===== config.mk =====
export PLATFORM = sky130hd
export DESIGN_NAME = crbm_ram
export DESIGN_NICKNAME = d
export VERILOG_FILES = /design/src/conv_rbm_hidden_sampler_unit_macros.svh /design/src/crbm_ram.sv
export SDC_FILE = /design/constraint.sdc
export NUM_CORES = 1
export LEC_CHECK = 0
export BUFFER_PORTS_ARGS = -buffer_cell sky130_fd_sc_hd__buf_2
export CAP_MARGIN = 20
export CELL_PAD_IN_SITES_DETAIL_PLACEMENT = 0
export CELL_PAD_IN_SITES_GLOBAL_PLACEMENT = 2
export CORE_UTILIZATION = 44
export DETAILED_ROUTE_END_ITERATION = 10
export GPL_TIMING_DRIVEN = 0
export MAX_ROUTING_LAYER = met4
export PLACE_DENSITY = 0.84
export SETUP_SLACK_MARGIN = 0.02
export SYNTH_ARGS = -nofsm -noshare
export SYNTH_HDL_FRONTEND = slang
export SYNTH_SLANG_ARGS = --single-unit

===== constraint.sdc =====
create_clock -name i_clk -period 2.1 [get_ports i_clk]
set_input_delay 0.21 -clock i_clk [delete_from_list [all_inputs] [get_ports i_clk]]
set_output_delay 0.21 -clock i_clk [all_outputs]
set_load 0.01 [all_outputs]

===== src/conv_rbm_hidden_sampler_unit_macros.svh =====
// ----------------------------------------------------------------------------
// conv_rbm_hidden_sampler_unit_macros.svh
// Assertion macros used by the hidden sampler top level.
// ----------------------------------------------------------------------------
`ifndef CONV_RBM_HIDDEN_SAMPLER_UNIT_MACROS_SVH
`define CONV_RBM_HIDDEN_SAMPLER_UNIT_MACROS_SVH

// Check that the consequent holds in the same cycle as the antecedent.
`define CRBM_ASSERT_SAME(lbl, ante, cons, msg) \
    lbl: assert property (@(posedge i_clk) disable iff (!i_rst_n) (ante) |-> (cons)) \
        else $error(msg);

// Check that the consequent holds in the cycle after the antecedent.
`define CRBM_ASSERT_NEXT(lbl, ante, cons, msg) \
    lbl: assert property (@(posedge i_clk) disable iff (!i_rst_n) (ante) |=> (cons)) \
        else $error(msg);

`endif


===== src/crbm_ram.sv =====
// ----------------------------------------------------------------------------
// crbm_ram
// Simple dual-port RAM: one write port, one read port with registered data.
// ----------------------------------------------------------------------------
module crbm_ram #(
    parameter int WIDTH = 16,
    parameter int DEPTH = 16
) (
    input  logic                     i_clk,
    input  logic                     i_we,
    input  logic [$clog2(DEPTH)-1:0] i_waddr,
    input  logic [WIDTH-1:0]         i_wdata,
    input  logic                     i_re,
    input  logic [$clog2(DEPTH)-1:0] i_raddr,
    output logic [WIDTH-1:0]         o_rdata
);

    logic [WIDTH-1:0] r_mem [DEPTH];
    logic [WIDTH-1:0] r_rdata;

    // Write and registered read
    always_ff @(posedge i_clk) begin
        if (i_we) begin
            r_mem[i_waddr] <= i_wdata;
        end
        if (i_re) begin
            r_rdata <= r_mem[i_raddr];
        end
    end

    assign o_rdata = r_rdata;

endmodule


* Word-level counts from Yosys, hierarchy flattened
Memory sizes are Yosys's and may differ from the RTL's. A register that Yosys moved wholly into a read port is not among the register bits.
Cells that the tools add are included.
** Cells by class
- Muxes and demuxes :: 2
** Operators by type and width (number)
- $mux 1 :: 2
** Storage, ports and cells
- Memories :: 1
- RAM bits :: 256
- Word-level logic and storage cells :: 3
- Flip-flop bits (word level) :: 0
** Memory list
- r_mem :: words 16, width 16, read ports 1, clocked after memory_dff 1, write ports 1, RTL line crbm_ram.sv:18 : logic [WIDTH-1:0] r_mem [DEPTH];

* Depth between registers and ports, before layout
- Word-level depth :: 2
- Depth in mapped cells :: 5
- Gate-level depth less buffers :: 3

* Least setup slack after synthesis
No wires, ideal clock.
- Kind :: input-to-reg
- Start :: in i_waddr[2]
- End :: mem r_mem[0][0] (enable)
- Slack :: -165 ps
- Arrival time :: 1856 ps
- Library setup time :: 409 ps
- Stages on the path :: 2
- Path through :: or3b_2 -> nor3_1
** RTL lines
- start: declaration :: RTL line crbm_ram.sv:11 : input logic [$clog2(DEPTH)-1:0] i_waddr,
- end: declaration :: RTL line crbm_ram.sv:18
Straight into the memory's write port.

==> impl_results.md <==
- Synthesized area: 10200 um2
- CP required: 2.36 ns
- Residual DRC: 0
- Fin Clk Skew: 0.00598 ns
- Hold Path Class: in2reg
- Sequential share of power: 55.4%
- Post-synth EDFFs: 272
- Routing usage on met3: 2.86%
- Diodes inserted: 0
- Slew Limit Fails: 0
- # H-tree levels: 1
- Syn_area_per_cell: 23.6 um2
- Cells after synthesis: 432
- Max-Cap Viols: 0
- Power Density: 935 nW/um2
- Status: completed
- Post-DP Area: 11100 um2
- Total CTS buffers: 27
- Via count: 4699
- Worst-Skew Late Latency: 0.52 ns
- P&R area growth vs syn: 16.2%
- Post-layout min period: 1.60 ns
- Total gr overflow: 0
- Via density: 5.73
- # clock sinks: 272
- Dominant synthesized flop cell: edfxtp_1
- Post-synth top area share: 80.0%
- Global-route wire length before repair: 30500 um
- Reg2Reg Setup Slack: 0.60 ns
- CP Data Arrival Time: 1.86 ns
- Synth warn: 0
- Overall die height: 154 um
- Sw Share: 20.5%
- Non-filler cells, final: 820
- Post-CTS Setup Bufs: 0
- Register area share after synthesis: 80.0%
- Worst setup path class: in2reg
- Comb pwr share: 5.1%
- DR iter-0 viols: 461
- Highest Clock Rate: 624 MHz
- Final setup fails: 0
- Initial antenna violation count: 0
- Dpl cells: 774
- Headroom to the max-slew limit: 44.1%
- Hold Buf Count CTS: 0
- Synth Register Bits: 272
- Core Util, Final: 52.2%
- Most Crowded Layer GR: met2
- Rows: 55
- RSZ-0062 raised after global routing: no
- Placer Congestion: 0.732
- Fin Hold WS: 0.0525 ns
- Worst setup SP type: input port
- Die area: 23800 um2
- Final nets: 545
- Die Wd: 154 um
- Grt met2 use: 27.7%
- Ys async rst share: 0%
- Detail Placement HPWL: 13600 um
- Longest Clk Path Bufs: 3
- Routed wire length per instance: 24.8 um
- Grt met1 use: 26.5%
- Clock share of power: 39.5%
- Root buf cell: clkbuf_16
- Final Hold Fails: 0
- Number of buffers added on ports: 40
- Cell internal pwr: 0.00881 W
- Detailed Routing Iterations Pass 1: 6
- Period utilization: 76.3%
- Core Area: 22700 um2
- Most frequent cell after synthesis: edfxtp_1
- Sw power: 0.00227 W
- Share of cells above drive strength 1: 32.5%
- Area leader, netlist: edfxtp_1
- Number of routed nets with antenna violations: 0
- Pin count of the biggest net entering global routing: 17
- Worst VDD drop: 0.782 mV
- I/O pin total: 43
- GRT Overall Usage: 18.3%
- CP max FO: 10
- Mapped Nets: 459
- Cts repair resizes: 0
- CTS tree: done
- Synth cell count leaders: edfxtp_1, mux4_2, a22oi_1
- Post-route cell area: 11900 um2
- Overall routed net length: 20400 um
- Leakage power: 3.83 nW
- Vias in the first global route: 4895
- Worst Tran Pin Value: 0.834 ns
- Clock transition at the registers of the reported paths: 0.06 ns
- Distinct cells, synth: 18
- Starting Density: 44.9%
- CP endpoint kind: flip-flop
- Top cells by area, synth: edfxtp_1, mux4_2, mux4_1
==> routing by layer <==
| metal | part of all wire, % | vias to the layer above |
|---|---|---|
| met5 | 0 | - |
| met4 | 2.2 | 0 |
| met3 | 6.4 | 25 |
| met2 | 47 | 186 |
| met1 | 44 | 2460 |
| li1 | - | 2028 |
==> sequential cells by signal (all words and copies together), names as in the netlist <==
signal   count
o_rdata     16
r_mem      256
==> through the flow <==
stage	TNS (ns)	worst slack (ns)	total power (W)
3_3_place_gp	-111.83	-1.23	0.00678
5_1_grt	0	0.462	0.0114
6_report	0	0.497	0.0111
4_1_cts	0	0.485	0.0112
2_1_floorplan	0	0.135	0.00656
3_5_place_dp	-0.152	-0.0494	0.00683
==> final timing paths <==
check / end / from / depth (start not counted)
setup / recovery: o_rdata[9] / i_raddr[1] / 5
hold / removal: r_mem[15][12] / i_wdata[12] / 1
setup reg to reg: o_rdata[10] / r_mem[1][10] / 3
hold reg to reg: o_rdata[13] / r_mem[14][13] / 3
==> power groups by stage <==
stage	registers, W	clock network (W)	logic, W
finish	0.00614	0.00438	0.000560
global route	0.00615	0.00466	0.000606
CTS	0.00614	0.00447	0.000574
detailed placement	0.00626	0	0.000571
global placement	0.00625	0	0.000527
floorplan	0.00627	0	0.000297
==> layout make-up <==
type,instances,area (um2)
plain buffers,21,124
clock buffers,32,694
clock inverters,14,97.6
fillers,1728,10900
multi-input cells,139,1970
flip-flops and latches,272,8170
well taps,285,357
repair buffers,57,449
==> worst max-delay path: stages <==
cell	delay, ns
buf_2	0.23
buf_1	0.62
mux4_2	0.41
a22oi_1	0.26
nand2_1	0.13
==> placed cells by master, fill, tap and decap left out, drive strengths merged <==
| cell type | count |
|---|---|
| a22oi | 32 |
| inv | 1 |
| clkinvlp | 1 |
| or3b | 1 |
| and2 | 1 |
| edfxtp | 272 |
| nand2b | 2 |
| bufinv | 1 |
| nand3b | 2 |
| nand2 | 17 |
| nor3 | 4 |
| clkbuf | 40 |
| buf | 70 |
| nor2 | 13 |
| nand3 | 1 |
| nor2b | 2 |
| clkinv | 11 |
| mux4 | 64 |
==> kinds of logic (layout without fill, tap and decap cells) <==
| logic type | count (synthesis) | in the layout | synth area share (%) |
|---|---|---|---|
| compound gates | 32 | 32 | 2.35 |
| buf+inv | 21 | 124 | 1.21 |
| flops | 272 | 272 | 80.0 |
| simple gates | 43 | 43 | 1.89 |
| mux | 64 | 64 | 14.5 |
Power figures use the tool's default switching activity.
