## src/conv_rbm_hidden_sampler_unit_macros.svh

```systemverilog
// ----------------------------------------------------------------------------
// conv_rbm_hidden_sampler_unit_macros.svh
// Assertion macros used by the hidden sampler top level.
// ----------------------------------------------------------------------------
`ifndef CONV_RBM_HIDDEN_SAMPLER_UNIT_MACROS_SVH
`define CONV_RBM_HIDDEN_SAMPLER_UNIT_MACROS_SVH

// Check that the consequent holds in the same cycle as the antecedent.
`define CRBM_ASSERT_SAME(lbl, ante, cons, msg) \
    lbl: assert property (@(posedge i_clk) disable iff (!i_rst_n) (ante) |-> (cons)) \
        else $error(msg);

// Check that the consequent holds in the cycle after the antecedent.
`define CRBM_ASSERT_NEXT(lbl, ante, cons, msg) \
    lbl: assert property (@(posedge i_clk) disable iff (!i_rst_n) (ante) |=> (cons)) \
        else $error(msg);

`endif

```

## src/crbm_pkg.sv

```systemverilog
// ----------------------------------------------------------------------------
// crbm_pkg
// Types, sizes, codes and the logistic table of the convolutional RBM sampler.
// ----------------------------------------------------------------------------
package crbm_pkg;

    // Sizing
    localparam int MAX_CHANNELS = 4;
    localparam int MAX_FILTERS  = 8;
    localparam int MAX_KERNEL   = 8;
    localparam int MAX_IMAGE    = 32;

    localparam int VIS_DEPTH = MAX_CHANNELS * MAX_IMAGE * MAX_IMAGE;
    localparam int WGT_DEPTH = MAX_FILTERS * MAX_CHANNELS * MAX_KERNEL * MAX_KERNEL;
    localparam int VIS_AW    = $clog2(VIS_DEPTH);
    localparam int WGT_AW    = $clog2(WGT_DEPTH);
    localparam int FLT_AW    = (MAX_FILTERS > 1) ? $clog2(MAX_FILTERS) : 1;
    localparam int KIW       = (MAX_KERNEL > 1) ? $clog2(MAX_KERNEL) : 1;
    localparam int CIW       = (MAX_CHANNELS > 1) ? $clog2(MAX_CHANNELS) : 1;

    // Field widths
    localparam int DATA_W     = 16;
    localparam int PROB_W     = 16;
    localparam int CFG_CHAN_W = 3;
    localparam int CFG_KRN_W  = 4;
    localparam int CFG_IMG_W  = 6;
    localparam int CFG_FLT_W  = 4;
    localparam int CFG_IDX_W  = 3;
    localparam int CFG_DATA_W = 6;
    localparam int CK_W       = CFG_CHAN_W + CFG_KRN_W;

    // Arithmetic: Q4.12 operands, Q.24 accumulator
    localparam int PROD_W     = 2 * DATA_W;
    localparam int ACC_W      = 42;
    localparam int BIAS_SHIFT = 12;
    localparam int HALF_BITS  = 23;
    localparam int SAT_BIT    = 27;
    localparam int SEG_W      = SAT_BIT - HALF_BITS;
    localparam int SLOPE_W    = DATA_W + HALF_BITS;

    // Item kinds
    localparam logic [1:0] KIND_LOAD_WEIGHT = 2'd0;
    localparam logic [1:0] KIND_LOAD_BIAS   = 2'd1;
    localparam logic [1:0] KIND_LOAD_PIXEL  = 2'd2;
    localparam logic [1:0] KIND_COMPUTE     = 2'd3;

    // Register indexes
    localparam logic [CFG_IDX_W-1:0] CFG_CHANNEL_COUNT = 3'd0;
    localparam logic [CFG_IDX_W-1:0] CFG_KERNEL_ROWS   = 3'd1;
    localparam logic [CFG_IDX_W-1:0] CFG_KERNEL_COLS   = 3'd2;
    localparam logic [CFG_IDX_W-1:0] CFG_IMAGE_ROWS    = 3'd3;
    localparam logic [CFG_IDX_W-1:0] CFG_IMAGE_COLS    = 3'd4;
    localparam logic [CFG_IDX_W-1:0] CFG_FILTER_COUNT  = 3'd5;

    typedef struct packed {
        logic [1:0]               kind;
        logic [11:0]              address;
        logic signed [DATA_W-1:0] value;
        logic [2:0]               filter;
        logic [4:0]               out_row;
        logic [4:0]               out_col;
        logic [15:0]              random_draw;
    } t_in_item;

    typedef struct packed {
        logic [PROB_W-1:0] probability;
        logic              sample;
        logic              status;
    } t_out_item;

    // Clamped register values as the datapath uses them
    typedef struct packed {
        logic [CFG_CHAN_W-1:0] chan;
        logic [CFG_KRN_W-1:0]  krow;
        logic [CFG_KRN_W-1:0]  kcol;
        logic [CFG_IMG_W-1:0]  irow;
        logic [CFG_IMG_W-1:0]  icol;
        logic [CFG_FLT_W-1:0]  filt;
    } t_cfg;

    // Sequencer strobes
    typedef struct packed {
        logic busy;
        logic bias_re;
        logic clear;
        logic rd_en;
    } t_seq_ctl;

    // Tag that travels with one memory read beat
    typedef struct packed {
        logic valid;
        logic last;
    } t_tap;

    typedef enum logic [2:0] {
        ST_IDLE,
        ST_SETUP0,
        ST_SETUP1,
        ST_SETUP2,
        ST_RUN,
        ST_FINISH
    } t_seq_state;

    // sigmoid(k/2) * 65536, rounded, k = 0..16
    function automatic logic [PROB_W-1:0] sig_tab(input logic [SEG_W:0] k);
        logic [PROB_W-1:0] v;
        case (k)
            5'd0:    v = 16'd32768;
            5'd1:    v = 16'd40793;
            5'd2:    v = 16'd47911;
            5'd3:    v = 16'd53581;
            5'd4:    v = 16'd57724;
            5'd5:    v = 16'd60565;
            5'd6:    v = 16'd62428;
            5'd7:    v = 16'd63615;
            5'd8:    v = 16'd64357;
            5'd9:    v = 16'd64816;
            5'd10:   v = 16'd65097;
            5'd11:   v = 16'd65269;
            5'd12:   v = 16'd65374;
            5'd13:   v = 16'd65438;
            5'd14:   v = 16'd65476;
            5'd15:   v = 16'd65500;
            default: v = 16'd65514;
        endcase
        return v;
    endfunction

endpackage

```

## src/crbm_mac.sv

```systemverilog
// ----------------------------------------------------------------------------
// crbm_mac
// Multiply-accumulate: registered product, then a Q.24 accumulator that
// starts from the scaled hidden bias.
// ----------------------------------------------------------------------------
module crbm_mac (
    input  logic                        i_clk,
    input  logic                        i_rst_n,
    input  logic                        i_clear,
    input  logic [crbm_pkg::DATA_W-1:0] i_bias,
    input  crbm_pkg::t_tap              i_tap,
    input  logic [crbm_pkg::DATA_W-1:0] i_vis,
    input  logic [crbm_pkg::DATA_W-1:0] i_wgt,
    output logic                        o_done,
    output logic [crbm_pkg::ACC_W-1:0]  o_acc
);

    logic signed [crbm_pkg::PROD_W-1:0] r_prod;
    crbm_pkg::t_tap                     r_ptap;
    logic [crbm_pkg::ACC_W-1:0]         r_acc;
    logic                               r_done;

    logic [crbm_pkg::ACC_W-1:0] w_bias_sc;
    logic [crbm_pkg::ACC_W-1:0] w_prod_ext;

    // Bias in Q.24, product sign-extended to accumulator width
    assign w_bias_sc = {{(crbm_pkg::ACC_W - crbm_pkg::DATA_W - crbm_pkg::BIAS_SHIFT)
                         {i_bias[crbm_pkg::DATA_W-1]}},
                        i_bias, {crbm_pkg::BIAS_SHIFT{1'b0}}};
    assign w_prod_ext = {{(crbm_pkg::ACC_W - crbm_pkg::PROD_W){r_prod[crbm_pkg::PROD_W-1]}},
                         r_prod};

    // Product stage
    always_ff @(posedge i_clk) begin
        r_prod <= $signed(i_vis) * $signed(i_wgt);
    end

    // Accumulate
    always_ff @(posedge i_clk) begin
        if (i_clear) begin
            r_acc <= w_bias_sc;
        end else if (r_ptap.valid) begin
            r_acc <= r_acc + w_prod_ext;
        end
    end

    // Tag pipeline
    always_ff @(posedge i_clk) begin
        if (!i_rst_n) begin
            r_ptap <= '0;
            r_done <= 1'b0;
        end else begin
            r_ptap <= i_tap;
            r_done <= r_ptap.valid && r_ptap.last;
        end
    end

    assign o_done = r_done;
    assign o_acc  = r_acc;

endmodule

```

## config.mk

```make
export PLATFORM = sky130hd
export DESIGN_NAME = crbm_mac
export DESIGN_NICKNAME = d
export VERILOG_FILES = /design/src/conv_rbm_hidden_sampler_unit_macros.svh /design/src/crbm_pkg.sv /design/src/crbm_mac.sv
export SDC_FILE = /design/constraint.sdc
export NUM_CORES = 1
export LEC_CHECK = 0
export BUFFER_PORTS_ARGS = -buffer_cell sky130_fd_sc_hd__buf_4
export CAP_MARGIN = 20
export CORE_MARGIN = 5
export CORE_UTILIZATION = 50
export CTS_CLUSTER_DIAMETER = 40
export DETAILED_ROUTE_END_ITERATION = 10
export PLACE_DENSITY = 0.74
export SLEW_MARGIN = 40
export SYNTH_ARGS = -nofsm -noshare
export SYNTH_HDL_FRONTEND = slang
export SYNTH_SLANG_ARGS = --single-unit
export TNS_END_PERCENT = 100
```

## constraint.sdc

```tcl
create_clock -name i_clk -period 8.2 [get_ports i_clk]
set_input_delay 1.64 -clock i_clk [delete_from_list [all_inputs] [get_ports i_clk]]
set_output_delay 1.64 -clock i_clk [all_outputs]
set_load 0.03 [all_outputs]
```

# After elaboration in Yosys (flattened, before gate mapping)
# Cells that the tools add are included.
# totals
regBits	77
in_bits	53
out_inout_bits	43
wordCells	12
# op_classes
add_sub_neg	1
multipliers	1
muxes	2
reduce_logical	2
# op_table
cell	n
42-bit 2-to-1 mux	2
42-bit adder	1
16-bit by 16-bit multiplier with 32-bit output	1
2-bit nonzero test	1
1-bit logical AND	1

# Depth between registers and ports, before layout
# Gate-level depths: netlist (run 1).
# depth
ltp_word	3
depth_mapped	25
ltp_nobuf	23

# Least setup slack after synthesis (run 1)
# Ideal clock, no wire load.
# synth_timing
path_type	in2reg
startpoint	input i_vis[15] (netlist bit)
endpoint	register r_prod[30] (netlist bit)
setup_time_ns	0.127
arrival_time_ns	7.164
required_time_ns	8.073
slack_ns	0.909
cell_stages	20
path_buffers	1
cell_sequence	clkbuf_1 nand2_1 inv_1 fa_1 fa_1 inv_1 fa_1 fa_1 fa_1 fa_1 inv_1 ha_1 nand4_1 nor2_1 nand2_1 o2111a_1 o21ai_1 o31ai_2 nor4b_1 or3_1
# synth_via
elab_chain_cells	1
# synth_rtl
item	line_no	rtl
start: declaration	crbm_mac.sv:12	input logic [crbm_pkg::DATA_W-1:0] i_vis,
16-bit by 16-bit multiplier with 32-bit output	crbm_mac.sv:35	r_prod <= $signed(i_vis) * $signed(i_wgt);
end signal: assignment	crbm_mac.sv:35	
end: declaration	crbm_mac.sv:18	logic signed [crbm_pkg::PROD_W-1:0] r_prod;
# No other way between the ends.
# A chain may end at the register's enable or synchronous reset.

# Worst setup path after layout (run 1)
# layout_timing
startpoint	input i_wgt[1] (netlist bit)
endpoint	register r_prod[30] (netlist bit)
# layout_via
elab_chain_cells	1
# layout_rtl
item	line_no	rtl
start: declaration	crbm_mac.sv:13	input logic [crbm_pkg::DATA_W-1:0] i_wgt,
16-bit by 16-bit multiplier with 32-bit output	crbm_mac.sv:35	
# No other way between the ends.

==> impl_metrics.ini, run 1 <==
[worst_setup_path]
cpPeakStageDelay_ps = 790
rr_worst_depth = 12
crit_top_cell = fa_1
worstPathCellList = buf_4 > nand2_1 > inv_1 > fa_1 > fa_1 > inv_1 > fa_1 > fa_1 > fa_1 > fa_1 > inv_1 > ha_1 > nand4_1 > nor2_1 > nand2_1 > o2111a_1 > o21ai_1 > o31ai_2 > nor4b_1 > or3_1
reg2reg_from = o_acc[0]
start_kind = primary input
critPathKind = in2reg
rrSetupSlack_ps = 5010
worst-path-buf-inv = 4
cp.arrival_ps = 7570
endpoint_kind = flip-flop
r2r-end = o_acc[28]
cpMaxStageDelayCell = fa_1
cpLargestDelayFamily = adder cells
crit_path_max_fanout = 16
required_ps = 8420

[yosys]
synth_seq_cells = 77
avgSynthCellArea_um2 = 9.14
yosys-top-cells-area = fa_1 36%, ha_1 11%, inv_1 8.5%
ys_warn_count = 0
syn_area_um2 = 14400
synth-edff-count = 30
syn_inst = 1578
synthFlopType = dfxtp_1
synth.most_common_cell = inv_1
yosysTopAreaCellShare_pct = 36.5
yosysTopAreaCell = fa_1
yosys-top-cells-count = 327 x inv_1, 263 x fa_1, 164 x nand2_1, 125 x and2_1, 123 x ha_1
synth-seq-area-share_pct = 12.8
async_reset_ff_share_pct = 0
syn_nets = 2017
post_synth_num_cell_types = 70

[global_routing]
grt_use_total_pct = 20.8
grt_antenna_before_repair = 0
overflow = 0
grt_pass1_vias = 11254
grt_pass1_wl_um = 56300
grt_max_degree = 31

[drt]
dr.pass1.iters = 5
vias = 10837
drt_iter0_markers = 704
wl_per_cell_um = 16.6
ant_nets = 0
route.detailed.drc = 0
wl_um = 33600
viasPerCell = 5.34

[timing]
slew_viol_final = 0
layout_min_cycle_time_ps = 7340
relSlewSlack_pct = 53.7
fin_skew_ps = 9.03
fin_tns_setup_ps = 0
fin_crit_sh_pct = 89.6
setup_viol = 0
fmax_mhz = 136
worst_pin_slew_ps = 677
rsz0062_at_grt = false
hold_viol = 0

[clock_tree]
cts_resized = 0
cts_made_buffers = 9
cts-root-buf = clkbuf_16
h-tree-depth = 3
clk_pin_slew_ps = 60
cts_hold_buf = 0
clock_path_buffers = 2
clkSinkCount = 77
cts_setup_buffers = 0
insertion_delay_ps = 340
cts_tree = built

[final_layout]
n_antenna_cell = 0
nFillCells = 2553
fin_nets = 2079
drive_above_1_share_pct = 8.15
synthToLayoutAreaGrowth_pct = 9.30
seqCellArea_um2 = 1840
multi_input_comb_area_um2 = 11200

[floorplanning]
fp.dieW_um = 180
die_area_um2 = 32400
ioPinCount = 96
die_h_um = 180
coreArea_um2 = 28600
num_rows = 62
initial_utilization_pct = 50.4

[hold_path]
holdCritPathClass = reg2reg
min_from = r_ptap[0]
hold_path_depth = 1
holdPathEnd = o_done

[status]
status = complete, no violations

[placed_design]
gp_congestion = 0.905
io_buffer_count = 95
hpwl_um = 28100

[flow_run]
cap_violations = 0
[layout make-up]
cell class | instances | share of cell area (%)
Timing Repair Buffer | 98 | 4.66
Tap cell | 384 | 3.05
Multi-Input combinational cell | 1127 | 70.9
Sequential cell | 77 | 11.7
Clock buffer | 9 | 1.43
Clock inverter | 7 | 0.476
Inverter | 327 | 7.78
[placed cells by master, fill, tap and decap left out, drive strengths merged, types with 14 or more instances in the layout]
cell type  instances
and2             125
ha               123
inv              328
xnor2             50
fa               263
o21bai            15
dfxtp             47
edfxtp            30
o21ai             61
nand2b            14
nand2            164
nor2              63
a21o              31
a21oi             62
buf               98
[stage by stage]
step / instance area (um^2) / hold WS (ps) / worst slack [ps] / utilization [%] / cells
2_1_floorplan: 14400 / 437 / 909 / - / 1578
5_1_grt: 15800 / 504 / 644 / 55.1 / 2029
3_3_place_gp: 15500 / 455 / 608 / 54.0 / 2013
6_report: 15800 / 468 / 856 / 55.1 / 2029
4_1_cts: 15800 / 476 / 886 / 55.1 / 2029
3_5_place_dp: 15500 / 462 / 516 / 54.0 / 2013
[routing by layer]
layer / vias to the layer above / GRT usage [%] / part of all wire (%)
met4: 0 / 5.64 / 2.4
met2: 355 / 33.7 / 47
met1: 5342 / 29.5 / 45
met5: - / 0 / 0
met3: 52 / 3.17 / 5.8
li1: 5088 / - / -
[worst max-delay path by stage]
stage,start,end,cells after the start
finish,i_wgt[1],r_prod[30],20
global route,i_vis[7],r_prod[30],21
CTS,i_wgt[1],r_prod[30],20
detailed placement,i_wgt[1],r_prod[30],20
global placement,i_vis[7],r_prod[30],22
floorplan,i_vis[15],r_prod[30],20
[registers in the layout, summed over array words and instances, names as in the netlist]
name,cells
o_acc,42
o_done,1
r_ptap,2
r_prod,32
[logic make-up after synthesis]
| family | after synthesis | share of synthesized area [%] |
|---|---|---|
| adder cells (fa/ha/maj) | 386 | 47.2 |
| multiplexers | 7 | 0.486 |
| AO/OA/AOI/OAI | 249 | 11.8 |
| buffers and inverters | 374 | 9.73 |
| XOR/XNOR | 62 | 3.76 |
| AND/OR/NAND/NOR | 423 | 14.3 |
| flip-flops | 77 | 12.8 |
Power of run 1 is not shown: default switching activity piles up to over one toggle a cycle in this logic, so the estimate is an artifact.
==> inputs of run 2 (changes only) <==
--- a/config.mk
+++ b/config.mk
@@ -5,6 +5,7 @@
 export SDC_FILE = /design/constraint.sdc
 export NUM_CORES = 1
 export LEC_CHECK = 0
+export ABC_AREA = 1
 export BUFFER_PORTS_ARGS = -buffer_cell sky130_fd_sc_hd__buf_4
 export CAP_MARGIN = 20
 export CORE_MARGIN = 5
==> run 2 against run 1 <==
  * Routed wire length rose by 29%
  * Register-to-register slack improved by 510 ps
  * Cell area rose by 12%
  * Global-route usage rose by 4.1 points
  * Synthesized cell count rose by 46%
  * Critical endpoint is now r_prod[23]
==> impl_metrics.ini, run 2 <==
[status]
status = complete, no violations

[worst_setup_path]
cp.arrival_ps = 7110
rr_worst_depth = 15
cpLargestDelayFamily = adder cells
required_ps = 8450
crit_path_max_fanout = 16
critPathKind = in2reg
cpMaxStageDelayCell = fa_1
worst-path-buf-inv = 4
crit_top_cell = fa_1
start_kind = primary input
cp.depth = 19
cpPeakStageDelay_ps = 810
endpoint_kind = flip-flop
worstPathCellList = buf_4 > nand2_1 > inv_1 > fa_1 > fa_1 > fa_1 > fa_1 > fa_1 > inv_1 > fa_1 > inv_1 > ha_1 > nand2_1 > nand2_1 > a31oi_1 > o21ai_0 > a21oi_1 > nand2_1 > xor2_1

[floorplanning]
ioPinCount = 96
coreArea_um2 = 32400
die_h_um = 191
fp.dieW_um = 191
initial_utilization_pct = 50.4
die_area_um2 = 36300
num_rows = 66

[placed_design]
dp.cells = 2781
hpwl_um = 37400
gp_congestion = 0.972
io_buffer_count = 95

[clock_tree]
cts_setup_buffers = 0
clock_path_buffers = 2
cts_hold_buf = 0
insertion_delay_ps = 360
h-tree-depth = 3
cts_tree = built
cts_made_buffers = 9
cts_resized = 0
cts-root-buf = clkbuf_16
clkSinkCount = 77
clk_pin_slew_ps = 60

[global_routing]
grt_max_degree = 31
grt_use_total_pct = 24.9
grt_pass1_wl_um = 72700
overflow = 0
grt_pass1_vias = 14769
grt_antenna_before_repair = 0

[drt]
ant_nets = 0
viasPerCell = 5.00
wl_per_cell_um = 15.5
vias = 13988
drt_iter0_markers = 875
wl_um = 43500
route.detailed.drc = 0
dr.pass1.iters = 5

[yosys]
yosys-top-cells-area = fa_1 32%, nand2_1 17%, inv_1 14%
yosys-top-cells-count = 738 x nand2_1, 625 x inv_1, 263 x fa_1, 123 x ha_1, 122 x nor2_1
syn_inst = 2307
synth-edff-count = 30
syn_area_um2 = 16300
post_synth_num_cell_types = 41
avgSynthCellArea_um2 = 7.07
yosysTopAreaCell = fa_1
synth-seq-area-share_pct = 11.3
syn_nets = 2746
synth_seq_cells = 77
async_reset_ff_share_pct = 0
synthFlopType = dfxtp_1
ys_warn_count = 0
synth.most_common_cell = nand2_1
yosysTopAreaCellShare_pct = 32.3

[timing]
fin_tns_setup_ps = 0
worst_pin_slew_ps = 721
layout_min_cycle_time_ps = 6860
setup_viol = 0
fin_crit_sh_pct = 83.6
hold_ws_ps = 459
fin_skew_ps = 14.5
slew_viol_final = 0
relSlewSlack_pct = 51.8
hold_viol = 0
rsz0062_at_grt = false
fmax_mhz = 146

[hold_path]
hold_path_depth = 1
holdCritPathClass = reg2reg

[final_layout]
final_common_cell = nand2_1
multi_input_comb_area_um2 = 11900
largest_reg_flops = 42
final_util_pct = 54.4
seqCellArea_um2 = 1840
n_antenna_cell = 0
final_cell_mix = 738 x nand2_1, 625 x inv_1, 263 x fa_1, 123 x ha_1, 121 x nor2_1
synthToLayoutAreaGrowth_pct = 8.09
nFillCells = 3205
fin_nets = 2789
finalNonFillerCells = 2797
drive_above_1_share_pct = 6.50

[flow_run]
cap_violations = 0
## run 2: cell types whose count changed after synthesis, moves of 11 or more
cell / previous run / this run
nand3_1: 10 / 79
a21oi_1: 61 / 47
nand2b_1: 14 / 0
and2_1: 125 / 1
a21o_1: 30 / 9
xnor2_1: 50 / 18
o21ai_1: 28 / 4
inv_1: 327 / 625
nand2_1: 164 / 738
o21bai_1: 15 / 4
clkbuf_1: 46 / 60
o21a_1: 13 / 0
nor2_1: 63 / 122
xor2_1: 12 / 24
## run 2: cell families (layout without fill, tap and decap cells)
family / after synthesis / count (layout) / share of synthesized area [%]
AO/OA/AOI/OAI: 106 / 106 / 3.78
XOR/XNOR: 42 / 42 / 2.26
adder cells (fa/ha/maj): 386 / 386 / 41.7
buffers and inverters: 692 / 740 / 16.0
flip-flops: 77 / 77 / 11.3
AND/OR/NAND/NOR: 1004 / 1004 / 25.0
## run 2: path summary, 6_finish.rpt
path                                start          to  slack [ps]
worst min register to register  r_ptap[0]      o_done         460
worst max-delay path             i_wgt[1]  r_prod[23]        1340
worst min-delay path            r_ptap[0]      o_done         460
worst max register to register   o_acc[0]   o_acc[32]        5520
## run 2: metal layers
metal  GRT usage, %  vias to the layer above  wire [um]
li1               -                     6766          -
met1           33.4                     6734      19200
met2           42.2                      392      20500
met3           2.73                       96       2320
met4           8.65                        0       1540
met5              0                        -          0
## run 2: metrics by stage
| step | setup WS [ps] | instance area, um^2 |
|---|---|---|
| floorplan | 1350 | 16300 |
| global placement | 984 | 17300 |
| detailed placement | 938 | 17300 |
| CTS | 1320 | 17600 |
| global route | 948 | 17600 |
| finish | 1340 | 17600 |
## run 2: layout make-up
| cell class | instances | area share [%] |
|---|---|---|
| Sequential cell | 77 | 10.5 |
| Clock buffer | 9 | 1.28 |
| Clock inverter | 7 | 0.327 |
| Inverter | 627 | 13.4 |
| Timing Repair Buffer | 97 | 4.13 |
| Multi-Input combinational cell | 1538 | 67.3 |
| Tap cell | 442 | 3.14 |
Power of run 2 is left out for the same reason.
