`src/conv_rbm_hidden_sampler_unit_macros.svh`:
```
// ----------------------------------------------------------------------------
// conv_rbm_hidden_sampler_unit_macros.svh
// Assertion macros used by the hidden sampler top level.
// ----------------------------------------------------------------------------
`ifndef CONV_RBM_HIDDEN_SAMPLER_UNIT_MACROS_SVH
`define CONV_RBM_HIDDEN_SAMPLER_UNIT_MACROS_SVH

// Check that the consequent holds in the same cycle as the antecedent.
`define CRBM_ASSERT_SAME(lbl, ante, cons, msg) \
    lbl: assert property (@(posedge i_clk) disable iff (!i_rst_n) (ante) |-> (cons)) \
        else $error(msg);

// Check that the consequent holds in the cycle after the antecedent.
`define CRBM_ASSERT_NEXT(lbl, ante, cons, msg) \
    lbl: assert property (@(posedge i_clk) disable iff (!i_rst_n) (ante) |=> (cons)) \
        else $error(msg);

`endif

```
`src/crbm_pkg.sv`:
```
// ----------------------------------------------------------------------------
// crbm_pkg
// Types, sizes, codes and the logistic table of the convolutional RBM sampler.
// ----------------------------------------------------------------------------
package crbm_pkg;

    // Sizing
    localparam int MAX_CHANNELS = 4;
    localparam int MAX_FILTERS  = 8;
    localparam int MAX_KERNEL   = 8;
    localparam int MAX_IMAGE    = 32;

    localparam int VIS_DEPTH = MAX_CHANNELS * MAX_IMAGE * MAX_IMAGE;
    localparam int WGT_DEPTH = MAX_FILTERS * MAX_CHANNELS * MAX_KERNEL * MAX_KERNEL;
    localparam int VIS_AW    = $clog2(VIS_DEPTH);
    localparam int WGT_AW    = $clog2(WGT_DEPTH);
    localparam int FLT_AW    = (MAX_FILTERS > 1) ? $clog2(MAX_FILTERS) : 1;
    localparam int KIW       = (MAX_KERNEL > 1) ? $clog2(MAX_KERNEL) : 1;
    localparam int CIW       = (MAX_CHANNELS > 1) ? $clog2(MAX_CHANNELS) : 1;

    // Field widths
    localparam int DATA_W     = 16;
    localparam int PROB_W     = 16;
    localparam int CFG_CHAN_W = 3;
    localparam int CFG_KRN_W  = 4;
    localparam int CFG_IMG_W  = 6;
    localparam int CFG_FLT_W  = 4;
    localparam int CFG_IDX_W  = 3;
    localparam int CFG_DATA_W = 6;
    localparam int CK_W       = CFG_CHAN_W + CFG_KRN_W;

    // Arithmetic: Q4.12 operands, Q.24 accumulator
    localparam int PROD_W     = 2 * DATA_W;
    localparam int ACC_W      = 42;
    localparam int BIAS_SHIFT = 12;
    localparam int HALF_BITS  = 23;
    localparam int SAT_BIT    = 27;
    localparam int SEG_W      = SAT_BIT - HALF_BITS;
    localparam int SLOPE_W    = DATA_W + HALF_BITS;

    // Item kinds
    localparam logic [1:0] KIND_LOAD_WEIGHT = 2'd0;
    localparam logic [1:0] KIND_LOAD_BIAS   = 2'd1;
    localparam logic [1:0] KIND_LOAD_PIXEL  = 2'd2;
    localparam logic [1:0] KIND_COMPUTE     = 2'd3;

    // Register indexes
    localparam logic [CFG_IDX_W-1:0] CFG_CHANNEL_COUNT = 3'd0;
    localparam logic [CFG_IDX_W-1:0] CFG_KERNEL_ROWS   = 3'd1;
    localparam logic [CFG_IDX_W-1:0] CFG_KERNEL_COLS   = 3'd2;
    localparam logic [CFG_IDX_W-1:0] CFG_IMAGE_ROWS    = 3'd3;
    localparam logic [CFG_IDX_W-1:0] CFG_IMAGE_COLS    = 3'd4;
    localparam logic [CFG_IDX_W-1:0] CFG_FILTER_COUNT  = 3'd5;

    typedef struct packed {
        logic [1:0]               kind;
        logic [11:0]              address;
        logic signed [DATA_W-1:0] value;
        logic [2:0]               filter;
        logic [4:0]               out_row;
        logic [4:0]               out_col;
        logic [15:0]              random_draw;
    } t_in_item;

    typedef struct packed {
        logic [PROB_W-1:0] probability;
        logic              sample;
        logic              status;
    } t_out_item;

    // Clamped register values as the datapath uses them
    typedef struct packed {
        logic [CFG_CHAN_W-1:0] chan;
        logic [CFG_KRN_W-1:0]  krow;
        logic [CFG_KRN_W-1:0]  kcol;
        logic [CFG_IMG_W-1:0]  irow;
        logic [CFG_IMG_W-1:0]  icol;
        logic [CFG_FLT_W-1:0]  filt;
    } t_cfg;

    // Sequencer strobes
    typedef struct packed {
        logic busy;
        logic bias_re;
        logic clear;
        logic rd_en;
    } t_seq_ctl;

    // Tag that travels with one memory read beat
    typedef struct packed {
        logic valid;
        logic last;
    } t_tap;

    typedef enum logic [2:0] {
        ST_IDLE,
        ST_SETUP0,
        ST_SETUP1,
        ST_SETUP2,
        ST_RUN,
        ST_FINISH
    } t_seq_state;

    // sigmoid(k/2) * 65536, rounded, k = 0..16
    function automatic logic [PROB_W-1:0] sig_tab(input logic [SEG_W:0] k);
        logic [PROB_W-1:0] v;
        case (k)
            5'd0:    v = 16'd32768;
            5'd1:    v = 16'd40793;
            5'd2:    v = 16'd47911;
            5'd3:    v = 16'd53581;
            5'd4:    v = 16'd57724;
            5'd5:    v = 16'd60565;
            5'd6:    v = 16'd62428;
            5'd7:    v = 16'd63615;
            5'd8:    v = 16'd64357;
            5'd9:    v = 16'd64816;
            5'd10:   v = 16'd65097;
            5'd11:   v = 16'd65269;
            5'd12:   v = 16'd65374;
            5'd13:   v = 16'd65438;
            5'd14:   v = 16'd65476;
            5'd15:   v = 16'd65500;
            default: v = 16'd65514;
        endcase
        return v;
    endfunction

endpackage

```
`src/crbm_seq.sv`:
```
// ----------------------------------------------------------------------------
// crbm_seq
// Sequencer: sets up a compute item and walks the kernel volume, issuing one
// visible and one weight read per cycle.
// ----------------------------------------------------------------------------
module crbm_seq (
    input  logic                        i_clk,
    input  logic                        i_rst_n,
    input  logic                        i_go,
    input  crbm_pkg::t_in_item          i_item,
    input  crbm_pkg::t_cfg              i_cfg,
    input  logic                        i_lgc_valid,
    output crbm_pkg::t_seq_ctl          o_ctl,
    output crbm_pkg::t_tap              o_tap,
    output logic [crbm_pkg::VIS_AW-1:0] o_vis_addr,
    output logic [crbm_pkg::WGT_AW-1:0] o_wgt_addr,
    output logic [crbm_pkg::FLT_AW-1:0] o_flt,
    output logic [15:0]                 o_draw
);

    crbm_pkg::t_seq_state r_state, n_state;
    crbm_pkg::t_tap       r_tap, n_tap;

    logic [2:0]                  r_filter;
    logic [4:0]                  r_orow;
    logic [4:0]                  r_ocol;
    logic [15:0]                 r_draw;
    logic [crbm_pkg::VIS_AW-1:0] r_plane;
    logic [crbm_pkg::CK_W-1:0]   r_ck;
    logic [crbm_pkg::VIS_AW-1:0] r_vbase;
    logic [crbm_pkg::WGT_AW-1:0] r_vol;
    logic [crbm_pkg::WGT_AW-1:0] r_wptr;
    logic [crbm_pkg::VIS_AW-1:0] r_vptr;
    logic [crbm_pkg::VIS_AW-1:0] r_vrow;
    logic [crbm_pkg::VIS_AW-1:0] r_vplane;
    logic [crbm_pkg::KIW-1:0]    r_j;
    logic [crbm_pkg::KIW-1:0]    r_i;
    logic [crbm_pkg::CIW-1:0]    r_ch;

    logic                        w_j_end;
    logic                        w_i_end;
    logic                        w_c_end;
    logic                        w_last;
    logic [crbm_pkg::VIS_AW-1:0] w_ic;
    logic [crbm_pkg::VIS_AW-1:0] w_next_row;
    logic [crbm_pkg::VIS_AW-1:0] w_next_plane;

    // Loop ends of the kernel walk
    assign w_j_end = (crbm_pkg::CFG_KRN_W'(r_j) + crbm_pkg::CFG_KRN_W'(1)) == i_cfg.kcol;
    assign w_i_end = (crbm_pkg::CFG_KRN_W'(r_i) + crbm_pkg::CFG_KRN_W'(1)) == i_cfg.krow;
    assign w_c_end = (crbm_pkg::CFG_CHAN_W'(r_ch) + crbm_pkg::CFG_CHAN_W'(1)) == i_cfg.chan;
    assign w_last  = w_j_end && w_i_end && w_c_end;

    assign w_ic         = crbm_pkg::VIS_AW'(i_cfg.icol);
    assign w_next_row   = r_vrow + w_ic;
    assign w_next_plane = r_vplane + r_plane;

    // Next state
    always_comb begin
        n_state = r_state;
        case (r_state)
            crbm_pkg::ST_IDLE:   if (i_go) n_state = crbm_pkg::ST_SETUP0;
            crbm_pkg::ST_SETUP0: n_state = crbm_pkg::ST_SETUP1;
            crbm_pkg::ST_SETUP1: n_state = crbm_pkg::ST_SETUP2;
            crbm_pkg::ST_SETUP2: n_state = crbm_pkg::ST_RUN;
            crbm_pkg::ST_RUN:    if (w_last) n_state = crbm_pkg::ST_FINISH;
            crbm_pkg::ST_FINISH: if (i_lgc_valid) n_state = crbm_pkg::ST_IDLE;
            default:             n_state = crbm_pkg::ST_IDLE;
        endcase
    end

    // Outputs per state
    always_comb begin
        o_ctl         = '0;
        o_ctl.busy    = (r_state != crbm_pkg::ST_IDLE);
        o_ctl.bias_re = (r_state == crbm_pkg::ST_SETUP0);
        o_ctl.clear   = (r_state == crbm_pkg::ST_SETUP1);
        o_ctl.rd_en   = (r_state == crbm_pkg::ST_RUN);
        n_tap.valid   = (r_state == crbm_pkg::ST_RUN);
        n_tap.last    = (r_state == crbm_pkg::ST_RUN) && w_last;
    end

    // Control state
    always_ff @(posedge i_clk) begin
        if (!i_rst_n) begin
            r_state <= crbm_pkg::ST_IDLE;
            r_tap   <= '0;
        end else begin
            r_state <= n_state;
            r_tap   <= n_tap;
        end
    end

    // Setup products and address walk
    always_ff @(posedge i_clk) begin
        case (r_state)
            crbm_pkg::ST_IDLE: begin
                if (i_go) begin
                    r_filter <= i_item.filter;
                    r_orow   <= i_item.out_row;
                    r_ocol   <= i_item.out_col;
                    r_draw   <= i_item.random_draw;
                end
            end
            crbm_pkg::ST_SETUP0: begin
                r_plane <= crbm_pkg::VIS_AW'(i_cfg.irow) * w_ic;
                r_ck    <= crbm_pkg::CK_W'(i_cfg.chan) * crbm_pkg::CK_W'(i_cfg.krow);
                r_vbase <= crbm_pkg::VIS_AW'(r_orow) * w_ic + crbm_pkg::VIS_AW'(r_ocol);
            end
            crbm_pkg::ST_SETUP1: begin
                r_vol <= crbm_pkg::WGT_AW'(r_ck) * crbm_pkg::WGT_AW'(i_cfg.kcol);
            end
            crbm_pkg::ST_SETUP2: begin
                r_wptr   <= crbm_pkg::WGT_AW'(r_filter) * r_vol;
                r_vptr   <= r_vbase;
                r_vrow   <= r_vbase;
                r_vplane <= r_vbase;
                r_j      <= '0;
                r_i      <= '0;
                r_ch     <= '0;
            end
            crbm_pkg::ST_RUN: begin
                r_wptr <= r_wptr + crbm_pkg::WGT_AW'(1);
                if (!w_j_end) begin
                    r_j    <= r_j + crbm_pkg::KIW'(1);
                    r_vptr <= r_vptr + crbm_pkg::VIS_AW'(1);
                end else begin
                    r_j <= '0;
                    if (!w_i_end) begin
                        // advance to the next kernel row
                        r_i    <= r_i + crbm_pkg::KIW'(1);
                        r_vrow <= w_next_row;
                        r_vptr <= w_next_row;
                    end else begin
                        // advance to the next channel plane
                        r_i      <= '0;
                        r_ch     <= r_ch + crbm_pkg::CIW'(1);
                        r_vplane <= w_next_plane;
                        r_vrow   <= w_next_plane;
                        r_vptr   <= w_next_plane;
                    end
                end
            end
            default: ;
        endcase
    end

    assign o_tap      = r_tap;
    assign o_vis_addr = r_vptr;
    assign o_wgt_addr = r_wptr;
    assign o_flt      = crbm_pkg::FLT_AW'(r_filter);
    assign o_draw     = r_draw;

endmodule

```
`config.mk`:
```
export PLATFORM = sky130hd
export DESIGN_NAME = crbm_seq
export DESIGN_NICKNAME = d
export VERILOG_FILES = /design/src/conv_rbm_hidden_sampler_unit_macros.svh /design/src/crbm_pkg.sv /design/src/crbm_seq.sv
export SDC_FILE = /design/constraint.sdc
export NUM_CORES = 1
export LEC_CHECK = 0
export BUFFER_PORTS_ARGS = -buffer_cell sky130_fd_sc_hd__buf_2
export CORE_MARGIN = 1.5
export CORE_UTILIZATION = 49
export CTS_CLUSTER_SIZE = 30
export DETAILED_ROUTE_END_ITERATION = 8
export PLACE_DENSITY = 0.7
export SLEW_MARGIN = 20
export SYNTH_ARGS = -nofsm -noshare
export SYNTH_HDL_FRONTEND = slang
export SYNTH_SLANG_ARGS = --single-unit
export TNS_END_PERCENT = 1
```
`constraint.sdc`:
```
create_clock -name i_clk -period 5.8 [get_ports i_clk]
set_input_delay 1.16 -clock i_clk [delete_from_list [all_inputs] [get_ports i_clk]]
set_output_delay 1.16 -clock i_clk [all_outputs]
set_load 0.02 [all_outputs]
```
# Word level (Yosys, flattened, before mapping)

Index checks and enable logic that the tools add are counted.

Memories: 0
Register bits: 131
Bits in latches: 0
Memory bits (read-only): 0
Output and inout port bits: 48
Bits in writable memories: 0
Word-level logic and storage cells: 78
Input port bits: 90

Magnitude comparators: 0
Multiplexer cells: 21
Equality and inequality tests: 13
Shift-type cells: 0
$mul: 5
Bitwise logic cells: 0
Div/mod/pow operators: 0
Reduce and logical (&&, ||, !) cells: 10
Add/sub/neg operators: 11

Operator list:

| kind                                                                    | count |
|---|---|
| 12-bit one-hot mux with 2 select lines                                  | 3 |
| 12-bit 2-to-1 mux                                                       | 5 |
| 11-bit one-hot mux with 2 select lines                                  | 1 |
| 3-bit 2-to-1 mux                                                        | 6 |
| 3-bit one-hot mux with 6 select lines                                   | 1 |
| 11-bit by 5-bit adder with 12-bit output                                | 1 |
| 12-bit by 1-bit adder with 12-bit output, second input constant         | 1 |
| 12-bit adder                                                            | 1 |
| 12-bit by 6-bit adder with 12-bit output                                | 1 |
| 6-bit by 6-bit multiplier with 12-bit output                            | 1 |
| 3-bit one-hot mux with 2 select lines                                   | 2 |
| 11-bit by 1-bit adder with 11-bit output, second input constant         | 1 |
| 3-bit by 11-bit multiplier with 11-bit output                           | 1 |
| 5-bit by 6-bit multiplier with 11-bit output                            | 1 |
| 7-bit by 4-bit multiplier with 11-bit output                            | 1 |
| 3-bit by 1-bit adder with 4-bit output, second input constant           | 2 |
| 4-bit equality test                                                     | 2 |
| 3-bit by 4-bit multiplier with 7-bit output                             | 1 |
| 3-bit by 1-bit adder with 3-bit output, second input constant           | 2 |
| 3-bit by 2-bit equality test with 1-bit output, second input constant   | 2 |
| 3-bit equality test, second input constant                              | 2 |
| 2-bit by 1-bit inequality test with 1-bit output, second input constant | 3 |
| 3-bit AND reduction                                                     | 2 |
| 2-bit 2-to-1 mux                                                        | 2 |
| other kinds (11)                                                        | 15 |

# Longest topological paths before layout

Gate-level depths: netlist of run 1.

Word-level depth: 6
Depth in mapped cells: 15
Gate-level depth less buffers: 14

# Worst setup path after synthesis of run 1

OpenSTA, ideal clock, no wires.

Path kind: in2reg
From: in i_cfg[4] in the netlist's numbering
To: reg r_vbase[10] in the netlist's numbering, data pin
Stages on the path: 13
Buffers on the path: 1
Setup slack: 1.126 ns
Data required time: 5.541 ns
Arrival: 4.415 ns
Setup time: 0.259 ns
Path through: clkbuf_1 -> nand2_1 -> fa_1 -> fa_1 -> fa_1 -> inv_1 -> ha_1 -> a21o_1 -> a21oi_1 -> nor2b_1 -> o21a_1 -> o41a_1 -> xor2_1

Longest elaborated chain between the ends: 2

RTL lines:

| element                                      | line            | source |
|---|---|---|
| start, declared                              | crbm_seq.sv:11  | `input crbm_pkg::t_cfg i_cfg,` |
| 5-bit by 6-bit multiplier with 11-bit output | crbm_seq.sv:108 | `r_vbase <= crbm_pkg::VIS_AW'(r_orow) * w_ic + crbm_pkg::VIS_AW'(r_ocol);` |
| 11-bit by 5-bit adder with 12-bit output     | crbm_seq.sv:108 |  |
| end signal, assigned                         | crbm_seq.sv:108 |  |
| end, declared                                | crbm_seq.sv:30  | `logic [crbm_pkg::VIS_AW-1:0] r_vbase;` |

No other way between the ends.
A chain may end at the register's enable or synchronous reset.

# Worst setup path in the final report of run 1

From: in i_cfg[5] in the netlist's numbering
To: reg r_vbase[10] in the netlist's numbering, data pin

The elaborated chain is that of the path after synthesis.

==> results.cfg, run 1 <==
[pwr]
p_sw_frac = 0.339
powerDensity_mw_per_mm2 = 305
ir_worst_vdd_mv = 0.194
intPower_w = 0.00234
p_comb_frac = 0.331
p_leak_nw = 5.17
switchingPower_w = 0.00120
seq_power_share = 0.362
power.share.clock = 0.308

[sta]
fin_setup_tns_ps = 0
hold_viol = 0
fin_skew_ps = 10.6
slew_violations = 0
fin_crit_sh = 0.770
slew_headroom = 0.336
worst_pin_slew_ps = 992
clock.fmax_mhz = 224
rsz0062_at_grt = no
final.min_clock_period_ps = 4470
finalSetupViolCount = 0
whs_ps = 560

[place]
hpwlAfterDp_mm = 16.5
globalplace.congestion = 0.864
io_buffers = 103

[cts]
cts_buffers = 17
htree_levels = 4
cts_tree = yes
root_buffer = clkbuf_16
cts_buffer_depth = 2
clk_latency_ps = 430
path_clk_slew_ps = 60
cts_resized = 0
cts_sinks = 131
cts_setup_buffers = 0
cts_hold_buffers = 0

[logic_synthesis]
synth_seq_cells = 131
synth_edf_count = 126
seq_area_frac_synth = 0.380
syn-cell-area_mm2 = 0.0102
synthTopCellsByArea = edfxtp_1 (37%), ha_1 (12%), fa_1 (11%)
avgSynthCellArea_um2 = 10.3
yosysTopAreaCell = edfxtp_1
syn-num-nets = 1234
synth.distinct_cells = 66
synth_top_area_frac = 0.371
netlist_instances = 991
yosysWarningCount = 0
synth-main-ff-cell = edfxtp_1
ys_async_sr_fraction = 0

[cells_and_area]
n_antenna_cell = 0
n_fill_cell = 1756
nets = 1331
regArea_mm2 = 0.00388
multiInputGateArea_mm2 = 0.00585
drive_above_1_share = 0.140
final_cell_mix = edfxtp_1 (126), nand2_1 (122), buf_2 (103), inv_1 (99), ha_1 (95)
syn2layout_area_growth_pct = 13.6
final_common_cell = edfxtp_1

[floorplanning]
fp.dieW_um = 147
coreArea_mm2 = 0.0204
fp.dieArea_mm2 = 0.0217
die_h_um = 147
start_util = 0.501
ios = 138
rows = 52

[min_path]
min-delay-start = r_ocol[0]$_DFFE_PP_
hp-class = reg2reg

[setup_path]
critical_path.max_fanout = 13
worstPathRequired_ps = 5970
cp-startpoint = i_cfg[5]
cp.arrival_ps = 4640
critical_path_class = in2reg
r2r-start = r_orow[4]$_DFFE_PP_
critPathLaunchType = input port
critPathCaptureType = register

[global_route]
grt_antenna_before_repair = 0
grt_pass1_wl_mm = 35.5
grt_overflow = 0
grt_max_degree = 50
grtUsageTotal = 0.208
grt_pass1_vias = 7300

[route]
wl_per_cell_um = 15.6
wl_mm = 21.4
drc_errors = 0
dr.pass1.iters = 7
first_iter_violations = 428
vias = 7313
vias_per_cell = 5.33
antenna_left = 0

[outcome]
outcome = finished, final reports clean

[job]
cap_violations = 0
-- per-layer routing --
| layer | vias up | global-route usage | wire [um] |
|---|---|---|---|
| met1 | 3465 | 0.265 | 9550 |
| met2 | 199 | 0.355 | 10300 |
| met3 | 23 | 0.0394 | 1090 |
| met4 | 0 | 0.0715 | 406 |
| li1 | 3626 | - | - |
| met5 | - | 0 | 0 |
-- power by group through the flow --
stage	combinational [W]	sequential [W]	clock, W
5_1_grt	0.00134	0.00129	0.00115
3_5_place_dp	0.00117	0.00130	0
3_3_place_gp	0.00114	0.00129	0
4_1_cts	0.00118	0.00128	0.00111
2_1_floorplan	0.000884	0.00130	0
6_report	0.00117	0.00128	0.00109
-- final timing paths --
kind / endpoint / slack, ps / depth (start not counted)
hold / removal: r_vbase[0]$_DFFE_PP_ / 560 / 1
setup reg to reg: r_vbase[10]$_DFFE_PP_ / 1890 / 12
hold reg to reg: r_vbase[0]$_DFFE_PP_ / 560 / 1
setup / recovery: r_vbase[10]$_DFFE_PP_ / 1330 / 13
-- per-stage QoR --
step / area (um2) / setup slack [ps] / util / total power, W / std cells
detailed placement: 11000 / 889 / 0.540 / 0.00247 / 1339
global placement: 11000 / 931 / 0.540 / 0.00244 / 1339
finish: 11600 / 1330 / 0.569 / 0.00354 / 1371
global route: 11600 / 1160 / 0.569 / 0.00377 / 1371
CTS: 11600 / 1330 / 0.569 / 0.00357 / 1371
floorplan: 10200 / 1130 / - / 0.00218 / 991
-- critical path, cell delays in order --
cell and delay, ps:
buf_2 280, nand2_1 130, fa_1 500, fa_1 520
fa_1 540, inv_1 40, ha_1 330, a21o_1 210
a21oi_1 210, nor2b_1 70, o21a_1 180, o41a_1 320
xor2_1 140
-- layout make-up --
cell class / instances / area share
Sequential cell: 131 / 0.335
Inverter: 100 / 0.0324
Clock buffer: 18 / 0.0379
Tap cell: 270 / 0.0291
Timing Repair Buffer: 108 / 0.0477
Multi-Input combinational cell: 730 / 0.504
Clock inverter: 14 / 0.0136
-- cell usage after synthesis (all sizes together), types with 19 or more instances --
library cell and instances:
a21oi 32, and2 79, clkbuf 22, edfxtp 126, fa 58, ha 95
inv 100, nand2 123, nand3 19, nor2 46, o21ai 36, xnor2 45
xor2 27
-- cell families after synthesis --
family	share of synthesized area
and+or+nand+nor	0.174
DFF	0.380
buffers and inverters	0.0488
adders and majority gates	0.230
muxes	0.00993
AOI/OAI and AO/OA	0.0918
xor gates and xnor gates	0.0647
-- flip-flops by register name, indices dropped and copies added (netlist names) --
| name | flops |
|---|---|
| o_flt | 3 |
| o_wgt_addr | 11 |
| r_i | 3 |
| r_vplane | 12 |
| o_draw | 16 |
| r_vrow | 12 |
| r_orow | 5 |
| r_plane | 12 |
| r_ck | 7 |
| r_ocol | 5 |
| r_ch | 2 |
| r_j | 3 |
| o_vis_addr | 12 |
| r_vol | 11 |
| r_vbase | 12 |
| r_state | 3 |
| o_tap | 2 |
Note: power is estimated with default switching activity, not from simulation.
==> run 2: changes to the inputs <==
--- a/config.mk
+++ b/config.mk
@@ -10,7 +10,7 @@
 export CORE_UTILIZATION = 49
 export CTS_CLUSTER_SIZE = 30
 export DETAILED_ROUTE_END_ITERATION = 8
-export PLACE_DENSITY = 0.7
+export PLACE_DENSITY = 0.72
 export SLEW_MARGIN = 20
 export SYNTH_ARGS = -nofsm -noshare
 export SYNTH_HDL_FRONTEND = slang
==> constraint.sdc (replaced) <==
create_clock -name i_clk -period 3.73 [get_ports i_clk]
set_input_delay 0.746 -clock i_clk [delete_from_list [all_inputs] [get_ports i_clk]]
set_output_delay 0.746 -clock i_clk [all_outputs]
set_load 0.02 [all_outputs]
==> run 2 against run 1 <==
Compared with the run above:
- first-iteration DRC count grew 11%
- largest power group is now combinational logic
- count of clock-buffer cells in the layout grew 1
- sequential power grew 55%
- final cell count grew 3.3%
- die area is the same
==> results.cfg, run 2 (synthesized netlist as in run 1, its figures left out) <==
[setup_path]
r2r_cells = 12
r2r-start = r_orow[2]$_DFFE_PP_
critPathLaunchType = input port
critical_path_class = in2reg
critPathCaptureType = register
cp.arrival_ps = 3870
worstPathRequired_ps = 3890
r2r-end = r_vbase[10]$_DFFE_PP_
r2r_slack_ps = 50
critical_path.max_fanout = 9
cp-startpoint = i_cfg[6]

[sta]
worst_pin_slew_ps = 747
slew_violations = 0
fin_skew_ps = 9.81
rsz0062_at_grt = yes
clock.fmax_mhz = 270
fin_crit_sh = 0.993
hold_viol = 0
slew_headroom = 0.498
whs_ps = 495
final.min_clock_period_ps = 3710
finalSetupViolCount = 0

[route]
drc_errors = 0
dr.pass1.iters = 4
wl_met3_mm = 1.12
vias_per_cell = 5.32
wl_per_cell_um = 15.3
wl_met2_mm = 10.6
wl_mm = 21.7
antenna_left = 0
drt-met1-wl_mm = 9.68
vias = 7534
highest_layer = met4
first_iter_violations = 475

[global_route]
grt_overflow = 0
grt_antenna_before_repair = 1
grtUsageTotal = 0.209
grt_pass1_wl_mm = 36.0
grt_max_degree = 49
grt_pass1_vias = 7524

[cells_and_area]
n_antenna_cell = 0
largest_reg_flops = 16
multiInputGateArea_mm2 = 0.00592
regArea_mm2 = 0.00388
nets = 1376
syn2layout_area_growth_pct = 17.3
n_fill_cell = 1679
final_cell_mix = edfxtp_1 (126), nand2_1 (122), buf_2 (99), inv_1 (98), ha_1 (91)
drive_above_1_share = 0.180
final_common_cell = edfxtp_1

[job]
cap_violations = 0

[cts]
clk_latency_ps = 420
cts_hold_buffers = 0
cts_tree = yes
cts_buffer_depth = 2
cts_sinks = 131
cts_buffers = 17
htree_levels = 4
root_buffer = clkbuf_16
path_clk_slew_ps = 60

[pwr]
p_sw_frac = 0.329
p_total_w = 0.00561
power.share.clock = 0.280
p_comb_frac = 0.365
p_leak_nw = 5.37
powerDensity_mw_per_mm2 = 468
seq_power_share = 0.355
switchingPower_w = 0.00184
intPower_w = 0.00377
ir_worst_vdd_mv = 0.359

[floorplanning]
ios = 138
fp.dieArea_mm2 = 0.0217
coreArea_mm2 = 0.0204
die_h_um = 147
fp.dieW_um = 147
rows = 52
start_util = 0.501

[min_path]
min-delay-start = i_item[15]
hp-class = in2reg
hold_path_depth = 1
min_to = o_draw[15]$_DFFE_PP_

[outcome]
outcome = finished, final reports clean

[place]
globalplace.congestion = 0.874
io_buffers = 103
hpwlAfterDp_mm = 17.1
-- run 2: cell count changes in the layout (fill, tap and decap cells not counted), moves of 4 or more --
cell   previous run  this run
buf_2           103        99
buf_4             5        52
inv_8             6         1
ha_4              0         4
ha_1             95        91
-- run 2: power by group through the flow --
stage	Combinational (W)	Clock (W)	Sequential (W)
3_3_place_gp	0.00197	0	0.00201
2_1_floorplan	0.00143	0	0.00202
4_1_cts	0.00204	0.00160	0.00199
5_1_grt	0.00231	0.00166	0.00201
6_report	0.00205	0.00157	0.00199
3_5_place_dp	0.00202	0	0.00202
-- run 2: area by class of cell --
| type | count | share of cell area |
|---|---|---|
| clock buffers | 19 | 0.0361 |
| clock inverters | 13 | 0.0106 |
| inverters | 100 | 0.0313 |
| multi-input cells | 730 | 0.494 |
| flip-flops and latches | 131 | 0.324 |
| well taps | 270 | 0.0282 |
| repair buffers | 153 | 0.0752 |
-- run 2: metal layers --
| layer | vias up | track usage |
|---|---|---|
| met5 | - | 0 |
| met4 | 0 | 0.0520 |
| met3 | 23 | 0.0441 |
| met2 | 196 | 0.361 |
| met1 | 3604 | 0.269 |
| li1 | 3711 | - |
-- run 2: how the worst max path moves through the flow --
stage / end / slack (ps)
2_1_floorplan: r_vbase[10]$_DFFE_PP_ / -240
6_report: r_vbase[10]$_DFFE_PP_ / 20
4_1_cts: r_vbase[10]$_DFFE_PP_ / 20
5_1_grt: r_vbase[10]$_DFFE_PP_ / -100
3_3_place_gp: r_vbase[10]$_DFFE_PP_ / -450
3_5_place_dp: r_vbase[10]$_DFFE_PP_ / -530
-- run 2: critical path: stages --
cell and delay, ps:
buf_4 160, buf_4 150, and2_1 140, fa_1 430, ha_1 310, ha_1 280
ha_1 230, fa_1 390, a21o_1 180, a21oi_2 130, nor2b_1 60, o21a_1 180
o41a_1 320, xor2_1 150
-- run 2: what timing repair did --
item | in CTS | in global routing
resized for setup | 2 | 5
hold endpoints to repair | 0 | 0
buffers inserted | 0 | 0
pin swaps | 0 | 1
setup endpoints to repair | 4 | 6
-- run 2: stage by stage --
step	setup TNS [ps]	setup slack (ps)	std cells	instance area, um2	utilization
after global routing	-152	-104	1416	12000	0.588
after CTS	0	23.0	1416	11900	0.587
after global placement	-3230	-447	1384	11400	0.559
after floorplan	-1210	-235	991	10300	-
after detailed placement	-3680	-526	1384	11400	0.559
final	0	24.5	1416	12000	0.588
